### config.mk
export PLATFORM = sky130hd
export DESIGN_NAME = environment_sensor_compensation_flat
export DESIGN_NICKNAME = d
export VERILOG_FILES = /design/src/sv/ecomp_pkg.sv /design/src/sv/ecomp_if.sv /design/src/sv/ecomp_alu.sv /design/src/sv/ecomp_div.sv /design/src/sv/environment_sensor_compensation.sv /design/src/flat_wrapper.sv
export SDC_FILE = /design/constraint.sdc
export NUM_CORES = 2
export LEC_CHECK = 0
export BUFFER_PORTS_ARGS = -buffer_cell sky130_fd_sc_hd__buf_2
export CORE_MARGIN = 1.5
export CORE_UTILIZATION = 45
export DETAILED_ROUTE_END_ITERATION = 6
export PLACE_DENSITY = 0.62
export SLEW_MARGIN = 20
export SYNTH_ARGS = -nofsm -noshare
export SYNTH_HDL_FRONTEND = slang
export SYNTH_SLANG_ARGS = --single-unit
export TNS_END_PERCENT = 10
### constraint.sdc
create_clock -name clk_i -period 15.3 [get_ports clk_i]
set_input_delay 3.06 -clock clk_i [delete_from_list [all_inputs] [get_ports clk_i]]
set_output_delay 3.06 -clock clk_i [all_outputs]
set_load 0.1 [all_outputs]
### src/sv/ecomp_pkg.sv
// Package with shared types and constants of the environment sensor compensation block.
package ecomp_pkg;

  // Operation codes of the shared arithmetic unit.
  typedef enum logic [1:0] {
    ALU_ADD,
    ALU_SUB,
    ALU_MUL
  } alu_op_e;

  // Control word that the sequencer hands to the arithmetic unit.
  typedef struct packed {
    alu_op_e    op;
    logic [4:0] sh;
    logic       lsr;
  } alu_ctl_t;

  // Configuration register indexes.
  localparam logic [2:0] CFG_TEMP   = 3'd0;
  localparam logic [2:0] CFG_PLOW   = 3'd1;
  localparam logic [2:0] CFG_PHIGH  = 3'd2;
  localparam logic [2:0] CFG_PNINE  = 3'd3;
  localparam logic [2:0] CFG_HUM    = 3'd4;

  localparam int unsigned CfgIdxW  = 3;
  localparam int unsigned CfgDataW = 64;

  // Raw codes that mark a skipped channel.
  localparam logic [23:0] RAW_SKIP_24 = 24'h800000;
  localparam logic [15:0] RAW_SKIP_16 = 16'h8000;

endpackage

### src/sv/ecomp_if.sv
// Handshake interfaces for the raw reading channel and the compensated result channel.
interface ecomp_in_if;
  logic        valid;
  logic        ready;
  logic [23:0] temp_raw;
  logic [23:0] press_raw;
  logic [15:0] hum_raw;

  modport source (output valid, temp_raw, press_raw, hum_raw, input ready);
  modport sink   (input valid, temp_raw, press_raw, hum_raw, output ready);
endinterface

interface ecomp_out_if;
  logic               valid;
  logic               ready;
  logic signed [15:0] temperature;
  logic        [31:0] pressure;
  logic        [16:0] humidity;

  modport source (output valid, temperature, pressure, humidity, input ready);
  modport sink   (input valid, temperature, pressure, humidity, output ready);
endinterface

### src/sv/ecomp_alu.sv
// Shared 32-bit add, subtract and multiply unit with a trailing right shift.
module ecomp_alu import ecomp_pkg::*; (
  input  alu_ctl_t    ctl_i,
  input  logic [31:0] a_i,
  input  logic [31:0] b_i,
  output logic [31:0] y_o
);

  logic signed [63:0] prod;
  logic        [31:0] pre;

  // Operation on a wrapping 32-bit datapath.
  always_comb begin
    prod = $signed(a_i) * $signed(b_i);
    case (ctl_i.op)
      ALU_ADD: pre = a_i + b_i;
      ALU_SUB: pre = a_i - b_i;
      ALU_MUL: pre = prod[31:0];
      default: pre = a_i;
    endcase
  end

  // Logical or arithmetic right shift of the wrapped value.
  assign y_o = ctl_i.lsr ? (pre >> ctl_i.sh) : 32'($signed(pre) >>> ctl_i.sh);

endmodule

### src/sv/ecomp_div.sv
// Restoring unsigned 32-bit divider, one quotient bit per cycle.
module ecomp_div import ecomp_pkg::*; (
  input  logic        clk_i,
  input  logic        rst_ni,
  input  logic        start_i,
  input  logic [31:0] dividend_i,
  input  logic [31:0] divisor_i,
  output logic [31:0] quotient_o,
  output logic        done_o
);

  logic [31:0] rem_q, rem_d;
  logic [31:0] quo_q, quo_d;
  logic [31:0] dvs_q;
  logic [5:0]  cnt_q;
  logic        done_q;
  logic [32:0] shifted;
  logic [32:0] diff;

  // One shift and trial subtraction.
  always_comb begin
    shifted = {rem_q, quo_q[31]};
    diff    = shifted - {1'b0, dvs_q};
    if (!diff[32]) begin
      rem_d = diff[31:0];
      quo_d = {quo_q[30:0], 1'b1};
    end else begin
      rem_d = shifted[31:0];
      quo_d = {quo_q[30:0], 1'b0};
    end
  end

  // Iteration counter and working registers.
  always_ff @(posedge clk_i or negedge rst_ni) begin
    if (!rst_ni) begin
      cnt_q  <= '0;
      done_q <= 1'b0;
    end else begin
      done_q <= 1'b0;
      if (start_i) begin
        cnt_q <= 6'd32;
      end else if (cnt_q != '0) begin
        cnt_q <= cnt_q - 6'd1;
        if (cnt_q == 6'd1) begin
          done_q <= 1'b1;
        end
      end
    end
  end

  always_ff @(posedge clk_i) begin
    if (start_i) begin
      rem_q <= '0;
      quo_q <= dividend_i;
      dvs_q <= divisor_i;
    end else if (cnt_q != '0) begin
      rem_q <= rem_d;
      quo_q <= quo_d;
    end
  end

  assign quotient_o = quo_q;
  assign done_o     = done_q;

endmodule

### src/sv/environment_sensor_compensation.sv
// Top level: sequencer, scratch registers and coefficients of the sensor compensation.
//
//   channel   direction  handshake        beat content
//   in_i      sink       valid / ready    temp_raw, press_raw, hum_raw
//   out_o     source     valid / ready    temperature, pressure, humidity
//   cfg       write      cfg_we_i         cfg_idx_i, cfg_data_i
//
// One beat with all channels runs through 7 temperature steps, 18 pressure steps, one
// divider start, the 32-step bit-serial divider, 7 pressure post steps, 18 humidity steps,
// the output state and the idle state. A zero pressure divisor skips the divider and the
// post steps, and a skipped pressure skips all pressure work; a skipped temperature or
// humidity skips its own steps.
// Reset clears the coefficients, the fine temperature and all control state.
// Input is taken only while the sequencer is idle; a finished result waits in the output
// register while the next beat is accepted, and the sequencer stalls only if that is still full.
module environment_sensor_compensation import ecomp_pkg::*; (
  input  logic                clk_i,
  input  logic                rst_ni,
  input  logic                cfg_we_i,
  input  logic [CfgIdxW-1:0]  cfg_idx_i,
  input  logic [CfgDataW-1:0] cfg_data_i,
  ecomp_in_if.sink            in_i,
  ecomp_out_if.source         out_o
);

  typedef enum logic [2:0] {
    ST_IDLE,
    ST_TEMP,
    ST_PRESS,
    ST_DIVGO,
    ST_DIV,
    ST_POST,
    ST_HUM,
    ST_DONE
  } state_e;

  localparam logic [2:0] R0 = 3'd0;
  localparam logic [2:0] R1 = 3'd1;
  localparam logic [2:0] R2 = 3'd2;
  localparam logic [2:0] R3 = 3'd3;
  localparam logic [2:0] R4 = 3'd4;
  localparam logic [2:0] R5 = 3'd5;

  localparam logic [4:0] TEMP_LAST  = 5'd6;
  localparam logic [4:0] PRESS_LAST = 5'd17;
  localparam logic [4:0] POST_LAST  = 5'd6;
  localparam logic [4:0] HUM_LAST   = 5'd17;

  function automatic logic [31:0] sx16(input logic [15:0] v);
    return {{16{v[15]}}, v};
  endfunction

  function automatic logic [31:0] sx12(input logic [11:0] v);
    return {{20{v[11]}}, v};
  endfunction

  function automatic logic [31:0] sx8(input logic [7:0] v);
    return {{24{v[7]}}, v};
  endfunction

  // Coefficient registers.
  logic [47:0] tc_q;
  logic [63:0] pl_q;
  logic [63:0] ph_q;
  logic [15:0] p9_q;
  logic [63:0] hc_q;

  always_ff @(posedge clk_i or negedge rst_ni) begin
    if (!rst_ni) begin
      tc_q <= '0;
      pl_q <= '0;
      ph_q <= '0;
      p9_q <= '0;
      hc_q <= '0;
    end else if (cfg_we_i) begin
      case (cfg_idx_i)
        CFG_TEMP:  tc_q <= cfg_data_i[47:0];
        CFG_PLOW:  pl_q <= cfg_data_i;
        CFG_PHIGH: ph_q <= cfg_data_i;
        CFG_PNINE: p9_q <= cfg_data_i[15:0];
        CFG_HUM:   hc_q <= cfg_data_i;
        default: ;
      endcase
    end
  end

  state_e             state_q;
  logic [4:0]         step_q;
  logic [23:0]        traw_q;
  logic [23:0]        praw_q;
  logic [15:0]        hraw_q;
  logic [31:0]        r_q [6];
  logic [31:0]        fine_q;
  logic signed [15:0] temp_res_q;
  logic [31:0]        press_res_q;
  logic [16:0]        hum_res_q;
  logic               out_vld_q;
  logic signed [15:0] out_temp_q;
  logic [31:0]        out_press_q;
  logic [16:0]        out_hum_q;

  // Coefficient fields.
  logic [31:0] t1, t2, t3, p1, p2, p3, p4, p5, p6, p7, p8, p9;
  logic [31:0] h1, h2, h3, h4s, h5, h6;
  logic [31:0] padc;

  assign t1  = {16'b0, tc_q[15:0]};
  assign t2  = sx16(tc_q[31:16]);
  assign t3  = sx16(tc_q[47:32]);
  assign p1  = {16'b0, pl_q[15:0]};
  assign p2  = sx16(pl_q[31:16]);
  assign p3  = sx16(pl_q[47:32]);
  assign p4  = {pl_q[63:48], 16'b0};
  assign p5  = sx16(ph_q[15:0]);
  assign p6  = sx16(ph_q[31:16]);
  assign p7  = sx16(ph_q[47:32]);
  assign p8  = sx16(ph_q[63:48]);
  assign p9  = sx16(p9_q);
  assign h1  = {24'b0, hc_q[7:0]};
  assign h2  = sx16(hc_q[23:8]);
  assign h3  = {24'b0, hc_q[31:24]};
  assign h4s = {hc_q[43:32], 20'b0};
  assign h5  = sx12(hc_q[55:44]);
  assign h6  = sx8(hc_q[63:56]);
  assign padc = {12'b0, praw_q[23:4]};

  // Microcode: operands, operation and destination of each step.
  alu_ctl_t    ctl;
  logic [31:0] opa, opb, alu_y;
  logic [2:0]  dst;
  logic        wr, wr_fine;

  always_comb begin
    ctl     = '{op: ALU_ADD, sh: 5'd0, lsr: 1'b0};
    opa     = '0;
    opb     = '0;
    dst     = R0;
    wr      = 1'b0;
    wr_fine = 1'b0;
    case (state_q)
      ST_TEMP: begin
        wr = 1'b1;
        case (step_q)
          5'd0: begin opa = {15'b0, traw_q[23:7]}; opb = {t1[30:0], 1'b0};
            ctl.op = ALU_SUB; dst = R0; end
          5'd1: begin opa = r_q[0]; opb = t2; ctl.op = ALU_MUL; ctl.sh = 5'd11; dst = R0; end
          5'd2: begin opa = {16'b0, traw_q[23:8]}; opb = t1; ctl.op = ALU_SUB; dst = R1; end
          5'd3: begin opa = r_q[1]; opb = r_q[1]; ctl.op = ALU_MUL; ctl.sh = 5'd12; dst = R1; end
          5'd4: begin opa = r_q[1]; opb = t3; ctl.op = ALU_MUL; ctl.sh = 5'd14; dst = R1; end
          5'd5: begin opa = r_q[0]; opb = r_q[1]; wr = 1'b0; wr_fine = 1'b1; end
          default: wr = 1'b0;
        endcase
      end
      ST_PRESS: begin
        wr = 1'b1;
        case (step_q)
          5'd0: begin opa = {fine_q[31], fine_q[31:1]}; opb = 32'd64000; ctl.op = ALU_SUB;
            dst = R0; end
          5'd1: begin opa = r_q[0]; ctl.sh = 5'd2; dst = R1; end
          5'd2: begin opa = r_q[1]; opb = r_q[1]; ctl.op = ALU_MUL; ctl.sh = 5'd11; dst = R2; end
          5'd3: begin opa = r_q[2]; opb = p6; ctl.op = ALU_MUL; dst = R2; end
          5'd4: begin opa = r_q[0]; opb = p5; ctl.op = ALU_MUL; dst = R3; end
          5'd5: begin opa = r_q[2]; opb = {r_q[3][30:0], 1'b0}; dst = R2; end
          5'd6: begin opa = r_q[2]; ctl.sh = 5'd2; dst = R2; end
          5'd7: begin opa = r_q[2]; opb = p4; dst = R2; end
          5'd8: begin opa = r_q[1]; opb = r_q[1]; ctl.op = ALU_MUL; ctl.sh = 5'd13; dst = R3; end
          5'd9: begin opa = p3; opb = r_q[3]; ctl.op = ALU_MUL; ctl.sh = 5'd3; dst = R3; end
          5'd10: begin opa = p2; opb = r_q[0]; ctl.op = ALU_MUL; ctl.sh = 5'd1; dst = R4; end
          5'd11: begin opa = r_q[3]; opb = r_q[4]; ctl.sh = 5'd18; dst = R3; end
          5'd12: begin opa = r_q[3]; opb = 32'd32768; dst = R3; end
          5'd13: begin opa = r_q[3]; opb = p1; ctl.op = ALU_MUL; ctl.sh = 5'd15; dst = R3; end
          5'd14: begin opa = 32'd1048576; opb = padc; ctl.op = ALU_SUB; dst = R4; end
          5'd15: begin opa = r_q[2]; ctl.sh = 5'd12; dst = R5; end
          5'd16: begin opa = r_q[4]; opb = r_q[5]; ctl.op = ALU_SUB; dst = R4; end
          5'd17: begin opa = r_q[4]; opb = 32'd3125; ctl.op = ALU_MUL; dst = R4; end
          default: wr = 1'b0;
        endcase
      end
      ST_POST: begin
        wr = 1'b1;
        case (step_q)
          5'd0: begin opa = {3'b0, r_q[4][31:3]}; opb = {3'b0, r_q[4][31:3]};
            ctl.op = ALU_MUL; ctl.sh = 5'd13; ctl.lsr = 1'b1; dst = R5; end
          5'd1: begin opa = p9; opb = r_q[5]; ctl.op = ALU_MUL; ctl.sh = 5'd12; dst = R5; end
          5'd2: begin opa = {2'b0, r_q[4][31:2]}; opb = p8; ctl.op = ALU_MUL; ctl.sh = 5'd13;
            dst = R0; end
          5'd3: begin opa = r_q[5]; opb = r_q[0]; dst = R5; end
          5'd4: begin opa = r_q[5]; opb = p7; ctl.sh = 5'd4; dst = R5; end
          5'd5: begin opa = r_q[4]; opb = r_q[5]; dst = R5; end
          default: wr = 1'b0;
        endcase
      end
      ST_HUM: begin
        wr = 1'b1;
        case (step_q)
          5'd0: begin opa = fine_q; opb = 32'd76800; ctl.op = ALU_SUB; dst = R0; end
          5'd1: begin opa = {2'b0, hraw_q, 14'b0}; opb = h4s; ctl.op = ALU_SUB; dst = R1; end
          5'd2: begin opa = h5; opb = r_q[0]; ctl.op = ALU_MUL; dst = R2; end
          5'd3: begin opa = r_q[1]; opb = r_q[2]; ctl.op = ALU_SUB; dst = R1; end
          5'd4: begin opa = r_q[1]; opb = 32'd16384; ctl.sh = 5'd15; dst = R1; end
          5'd5: begin opa = r_q[0]; opb = h6; ctl.op = ALU_MUL; ctl.sh = 5'd10; dst = R2; end
          5'd6: begin opa = r_q[0]; opb = h3; ctl.op = ALU_MUL; ctl.sh = 5'd11; dst = R3; end
          5'd7: begin opa = r_q[3]; opb = 32'd32768; dst = R3; end
          5'd8: begin opa = r_q[2]; opb = r_q[3]; ctl.op = ALU_MUL; ctl.sh = 5'd10; dst = R2; end
          5'd9: begin opa = r_q[2]; opb = 32'd2097152; dst = R2; end
          5'd10: begin opa = r_q[2]; opb = h2; ctl.op = ALU_MUL; dst = R2; end
          5'd11: begin opa = r_q[2]; opb = 32'd8192; ctl.sh = 5'd14; dst = R2; end
          5'd12: begin opa = r_q[1]; opb = r_q[2]; ctl.op = ALU_MUL; dst = R4; end
          5'd13: begin opa = r_q[4]; ctl.sh = 5'd15; dst = R3; end
          5'd14: begin opa = r_q[3]; opb = r_q[3]; ctl.op = ALU_MUL; ctl.sh = 5'd7; dst = R3; end
          5'd15: begin opa = r_q[3]; opb = h1; ctl.op = ALU_MUL; ctl.sh = 5'd4; dst = R3; end
          5'd16: begin opa = r_q[4]; opb = r_q[3]; ctl.op = ALU_SUB; dst = R4; end
          default: wr = 1'b0;
        endcase
      end
      default: ;
    endcase
  end

  ecomp_alu u_alu (
    .ctl_i (ctl),
    .a_i   (opa),
    .b_i   (opb),
    .y_o   (alu_y)
  );

  // Divider for the pressure step; the dividend is doubled first when it fits.
  logic        div_start, div_done;
  logic [31:0] div_quo, div_dvd;

  assign div_start = (state_q == ST_DIVGO) && (r_q[3] != '0);
  assign div_dvd   = r_q[4][31] ? r_q[4] : {r_q[4][30:0], 1'b0};

  ecomp_div u_div (
    .clk_i      (clk_i),
    .rst_ni     (rst_ni),
    .start_i    (div_start),
    .dividend_i (div_dvd),
    .divisor_i  (r_q[3]),
    .quotient_o (div_quo),
    .done_o     (div_done)
  );

  // Temperature scaling with saturation.
  logic signed [34:0] f35, t35;
  logic signed [26:0] tsh;
  logic signed [15:0] tsat;

  always_comb begin
    f35 = 35'(signed'(fine_q));
    t35 = (f35 <<< 2) + f35 + 35'sd128;
    tsh = 27'(t35 >>> 8);
    if (tsh > 27'sd32767) begin
      tsat = 16'sh7fff;
    end else if (tsh < -27'sd32768) begin
      tsat = -16'sh8000;
    end else begin
      tsat = tsh[15:0];
    end
  end

  // Humidity clamp and final shift.
  logic [16:0] hclamp;

  always_comb begin
    if (r_q[4][31]) begin
      hclamp = '0;
    end else if (r_q[4] > 32'd419430400) begin
      hclamp = 17'd102400;
    end else begin
      hclamp = r_q[4][28:12];
    end
  end

  logic tskip, pskip, hskip;
  assign tskip = (traw_q == RAW_SKIP_24);
  assign pskip = (praw_q == RAW_SKIP_24);
  assign hskip = (hraw_q == RAW_SKIP_16);

  // Sequencer: state, step, fine temperature and output valid registers.
  always_ff @(posedge clk_i or negedge rst_ni) begin
    if (!rst_ni) begin
      state_q   <= ST_IDLE;
      step_q    <= '0;
      fine_q    <= '0;
      out_vld_q <= 1'b0;
    end else begin
      if (out_vld_q && out_o.ready && state_q != ST_DONE) begin
        out_vld_q <= 1'b0;
      end
      case (state_q)
        ST_IDLE: begin
          if (in_i.valid) begin
            state_q <= ST_TEMP;
            step_q  <= '0;
          end
        end
        ST_TEMP: begin
          if (step_q == '0 && tskip) begin
            state_q <= ST_PRESS;
          end else begin
            if (wr_fine) begin
              fine_q <= alu_y;
            end
            if (step_q == TEMP_LAST) begin
              state_q <= ST_PRESS;
              step_q  <= '0;
            end else begin
              step_q <= step_q + 5'd1;
            end
          end
        end
        ST_PRESS: begin
          if (step_q == '0 && pskip) begin
            state_q <= ST_HUM;
          end else if (step_q == PRESS_LAST) begin
            state_q <= ST_DIVGO;
            step_q  <= '0;
          end else begin
            step_q <= step_q + 5'd1;
          end
        end
        ST_DIVGO: begin
          state_q <= (r_q[3] == '0) ? ST_HUM : ST_DIV;
        end
        ST_DIV: begin
          if (div_done) begin
            state_q <= ST_POST;
          end
        end
        ST_POST: begin
          if (step_q == POST_LAST) begin
            state_q <= ST_HUM;
            step_q  <= '0;
          end else begin
            step_q <= step_q + 5'd1;
          end
        end
        ST_HUM: begin
          if (step_q == '0 && hskip) begin
            state_q <= ST_DONE;
          end else if (step_q == HUM_LAST) begin
            state_q <= ST_DONE;
            step_q  <= '0;
          end else begin
            step_q <= step_q + 5'd1;
          end
        end
        ST_DONE: begin
          if (!out_vld_q || out_o.ready) begin
            out_vld_q <= 1'b1;
            state_q   <= ST_IDLE;
          end
        end
        default: state_q <= ST_IDLE;
      endcase
    end
  end

  // Payload registers: raw readings, scratch registers and results.
  always_ff @(posedge clk_i) begin
    if (state_q == ST_IDLE && in_i.valid) begin
      traw_q <= in_i.temp_raw;
      praw_q <= in_i.press_raw;
      hraw_q <= in_i.hum_raw;
    end
    if (wr) begin
      r_q[dst] <= alu_y;
    end
    if (state_q == ST_DIV && div_done) begin
      r_q[4] <= r_q[4][31] ? {div_quo[30:0], 1'b0} : div_quo;
    end
    case (state_q)
      ST_TEMP: begin
        if (step_q == '0 && tskip) begin
          temp_res_q <= '0;
        end else if (step_q == TEMP_LAST) begin
          temp_res_q <= tsat;
        end
      end
      ST_PRESS: begin
        if (step_q == '0 && pskip) begin
          press_res_q <= '0;
        end
      end
      ST_DIVGO: begin
        if (r_q[3] == '0) begin
          press_res_q <= '0;
        end
      end
      ST_POST: begin
        if (step_q == POST_LAST) begin
          press_res_q <= r_q[5];
        end
      end
      ST_HUM: begin
        if (step_q == '0 && hskip) begin
          hum_res_q <= '0;
        end else if (step_q == HUM_LAST) begin
          hum_res_q <= hclamp;
        end
      end
      ST_DONE: begin
        if (!out_vld_q || out_o.ready) begin
          out_temp_q  <= temp_res_q;
          out_press_q <= press_res_q;
          out_hum_q   <= hum_res_q;
        end
      end
      default: ;
    endcase
  end

  assign in_i.ready        = (state_q == ST_IDLE);
  assign out_o.valid       = out_vld_q;
  assign out_o.temperature = out_temp_q;
  assign out_o.pressure    = out_press_q;
  assign out_o.humidity    = out_hum_q;

endmodule

### src/flat_wrapper.sv
// flat-port wrapper written by rule: the top's interface ports become plain ports
module environment_sensor_compensation_flat import ecomp_pkg::*;
  (clk_i, rst_ni, cfg_we_i, cfg_idx_i, cfg_data_i, in_i_valid, in_i_temp_raw, in_i_press_raw, in_i_hum_raw, in_i_ready, out_o_valid, out_o_temperature, out_o_pressure, out_o_humidity, out_o_ready);
  ecomp_in_if in_i_i ();
  ecomp_out_if out_o_i ();
  input  logic clk_i;
  input  logic rst_ni;
  input  logic cfg_we_i;
  input  logic [CfgIdxW-1:0] cfg_idx_i;
  input  logic [CfgDataW-1:0] cfg_data_i;
  input wire logic [$bits(in_i_i.valid)-1:0] in_i_valid;
  input wire logic [$bits(in_i_i.temp_raw)-1:0] in_i_temp_raw;
  input wire logic [$bits(in_i_i.press_raw)-1:0] in_i_press_raw;
  input wire logic [$bits(in_i_i.hum_raw)-1:0] in_i_hum_raw;
  output wire logic [$bits(in_i_i.ready)-1:0] in_i_ready;
  output wire logic [$bits(out_o_i.valid)-1:0] out_o_valid;
  output wire logic [$bits(out_o_i.temperature)-1:0] out_o_temperature;
  output wire logic [$bits(out_o_i.pressure)-1:0] out_o_pressure;
  output wire logic [$bits(out_o_i.humidity)-1:0] out_o_humidity;
  input wire logic [$bits(out_o_i.ready)-1:0] out_o_ready;
  assign in_i_i.valid = in_i_valid;
  assign in_i_i.temp_raw = in_i_temp_raw;
  assign in_i_i.press_raw = in_i_press_raw;
  assign in_i_i.hum_raw = in_i_hum_raw;
  assign in_i_ready = in_i_i.ready;
  assign out_o_valid = out_o_i.valid;
  assign out_o_temperature = out_o_i.temperature;
  assign out_o_pressure = out_o_i.pressure;
  assign out_o_humidity = out_o_i.humidity;
  assign out_o_i.ready = out_o_ready;
  environment_sensor_compensation u_core (.clk_i(clk_i), .rst_ni(rst_ni), .cfg_we_i(cfg_we_i), .cfg_idx_i(cfg_idx_i), .cfg_data_i(cfg_data_i), .in_i(in_i_i), .out_o(out_o_i));
endmodule
==> reports/results.tsv <==
stage	metric	value	unit
clocking	Skew-Pair Late Insertion Delay	750	ps
floorplanning	I/O pin count	203	
job	max-cap violations	0	
synthesis	synth unique cells	101	
routing	DRC viols	161	
routing	DR iter-0 viols	9494	
clocking	CTS tree	done	
timing	# setup viols final	0	
routing	detailed-route wire length per cell	38.4	um
synthesis	Synth Net Count	7199	
critical_path	Worst path most repeated cell	fa_1	
grt	first-pass GRT wire length	446000	um
timing	worst clock skew	58.1	ps
critical_path	worst-path cell with the longest stage delay	a2111oi_0	
synthesis	ranking of synthesized cells by area	edfxtp_1 (21%), fa_1 (13%), dfrtp_1 (12%), ha_1 (5.6%), mux2_2 (5.3%)	
clocking	TritonCTS Buffers	86	
synthesis	Post-synth top flop	edfxtp_1	
timing	fin. max-slew vios	0	
timing	fin worst setup slack	1100	ps
floorplanning	Initial Util	0.454	
timing	Least-Margin Pin Slew	1370	ps
routing	vias	57700	
grt	GR Overflow Total	0	
routing	vias per cell	6.84	
synthesis	Synth async-reset ratio	0.387	
clocking	cts repair resizes	0	
placement	GPL Wtd Cong	1.09	
floorplanning	Die Span Y	378	um
placement	Post-DP HPWL	246000	um
synthesis	Post-synth EDFFs	450	
synthesis	Ys Warns	0	
worst_hold_path	HP Class	reg -> reg	
layout	multi-input logic area	38200	sq um
clocking	Clk pin slew, worst setup/hold paths	60	ps
timing	fmax	70.4	MHz
routing	drt first pass iters	7	
timing	Min Clock Period, post-route	14200	ps
critical_path	max incr delay on CP	1150	ps
critical_path	Critical Path AT	14570	ps
synthesis	cell taking the most area after synthesis	edfxtp_1	
timing	Fin. Hold Viols	0	
synthesis	number of synthesized register bits	786	
layout	Storage cell area	21800	sq um
critical_path	FF-to-FF setup slack	1100	ps
run_status	violated checks	design-rule violations	
timing	period utilization	0.928	
synthesis	Syn Inst Count	6372	
floorplanning	Horiz. Die Dim	378	um
critical_path	Critical Path Start Type	flop	
layout	synth-to-layout area growth	11.1	%
timing	RSZ-0062 raised after global routing	no	
grt	vias in the first global route	55500	
synthesis	post-synth top area share	0.213	
grt	initial antenna violation count	34	
clocking	hold_buf cts	0	
timing	slew margin rel.	0.0617	
clocking	post-CTS setup buffer count	0	
clocking	CTS Root Cell	clkbuf_16	
grt	largest net degree at the start of global routing	115	
synthesis	sequential cell area fraction in the yosys report	0.344	
floorplanning	Rows	137	
placement	Port Buf Inserts	202	
synthesis	cell area after synthesis	63300	sq um
clocking	CTS sink cnt	786	
clocking	clock buffer depth	3	
synthesis	syn_area_per_cell	9.93	sq um
run_status	status	complete, but fails checks	
floorplanning	die area	143000	sq um
critical_path	CP max FO	34	
routing	Final ANT Viol Nets	0	
floorplanning	core area	140000	sq um
layout	Final Net Count	7300	
placement	pre-CTS WS	1740	ps
clocking	# H-tree levels	3	
grt	GRT Total Usage	0.450	
critical_path	element type at the critical path end	flop	
routing	Final Routed Wirelength	324000	um
timing	Total Neg Setup Slack	0	ps
layout	share of cells above drive strength 1	0.165	
layout	fillcell total	13000	
critical_path	Critical Path RT	15670	ps
critical_path	Worst Path Class, Setup	reg -> reg	
==> layout by cell type (no fill, tap or decap), drive strengths merged, types with 46 or more instances in the layout <==
master,instances
ha,281
nor4,46
dfrtp,304
xnor2,114
nor3,66
nor2b,80
fa,410
edfxtp,450
and3,74
o21a,58
or2,62
mux2i,168
buf,460
inv,554
nor2,560
a22o,51
mux2,299
and2,58
a211oi,80
a222oi,81
a21o,66
a21oi,253
o21ai,224
a31oi,70
nand3,71
clkbuf,114
nand2,539
a22oi,140
a221oi,112
==> per-stage QoR <==
stage,std cells,area [sq um],hold slack [ps],util
5_1_grt,8424,70300,421,0.504
3_3_place_gp,8259,67300,403,0.482
6_report,8436,70300,411,0.504
3_5_place_dp,8259,67300,405,0.482
2_1_floorplan,6372,63300,400,-
4_1_cts,8417,70200,411,0.503
==> cells by family after synthesis <==
logic type / after synthesis / share of synthesized area
AOI/OAI and AO/OA: 1534 / 0.176
adders and majority gates: 692 / 0.185
DFF: 786 / 0.344
and+or+nand+nor: 1737 / 0.129
muxes: 467 / 0.0798
buffers and inverters: 999 / 0.0626
xor gates and xnor gates: 157 / 0.0233
==> per-layer routing <==
metal  global-route usage  up-vias  part of all wire  wire length, um
met5              0.00412        -           0.00056              182
met4                0.302       20             0.085            27500
met3                0.174     1108              0.14            44700
met2                0.623     4439              0.40           129000
met1                0.577    28900              0.38           122000
li1                     -    23200                 -                -
==> critical path, delay by kind of cell, from the launching register on <==
kind,cells,cell delay [ps]
buffers and inverters,6,1290
XOR/XNOR,9,2440
AND/OR/NAND/NOR,6,2050
flip-flops,1,780
adder cells (fa/ha/maj),8,3870
AO/OA/AOI/OAI,5,3300
==> cell usage after synthesis, types with 21 or more instances <==
library cell	n
nor4_1	45
nor3_1	63
nor2b_1	80
dfxtp_1	32
o31ai_1	24
inv_1	544
o211ai_1	37
xnor2_1	114
o21ai_0	219
buf_4	21
ha_1	281
a41oi_1	23
a22oi_1	140
edfxtp_1	450
o2bb2ai_1	33
or2_2	60
xor2_1	36
clkbuf_1	306
and2_1	57
a21o_1	66
and3_1	74
a21oi_1	252
fa_1	410
nand3_1	71
a31oi_1	70
nor2_1	558
a221oi_1	112
a222oi_1	81
nand2_1	539
buf_1	29
dfrtp_1	304
nand4_1	39
mux2i_1	168
a221o_1	23
a211oi_1	74
mux2_2	298
o22ai_1	42
nand2b_1	44
a22o_1	51
buf_2	88
o21a_1	58
==> flip-flops by register name, indices dropped and copies added (netlist names), 48 cells and up <==
signal / cells
u_core.r_q: 192
u_core.hc_q: 64
u_core.ph_q: 64
u_core.pl_q: 64
u_core.tc_q: 48
==> worst paths after layout <==
| check | startpoint | endpoint | cells past startpoint |
|---|---|---|---|
| max | u_core.step_q[4]$_DFFE_PN0P_ | u_core.r_q[2][24]$_DFFE_PP_ | 34 |
| min | u_core.press_res_q[1]$_SDFFCE_PN0P_ | u_core.out_o.pressure[1]$_DFFE_PP_ | 0 |
| max reg2reg | u_core.step_q[4]$_DFFE_PN0P_ | u_core.r_q[2][24]$_DFFE_PP_ | 34 |
| min reg2reg | u_core.press_res_q[1]$_SDFFCE_PN0P_ | u_core.out_o.pressure[1]$_DFFE_PP_ | 0 |
| max in group asynchronous | rst_ni | u_core.step_q[3]$_DFFE_PN0P_ | 3 |
| min in group asynchronous | rst_ni | u_core.hc_q[1]$_DFFE_PN0P_ | 1 |
==> final cells by class <==
cell class,count,share of cell area
diodes,17,0.000605
clock buffers,114,0.0346
clock inverters,44,0.00683
inverters,552,0.0295
multi-input cells,4587,0.543
flip-flops and latches,786,0.310
well taps,1876,0.0334
repair buffers,460,0.0426
Power is not shown: default switching activity piles up to over one toggle a cycle in this logic, so the estimate is an artifact.
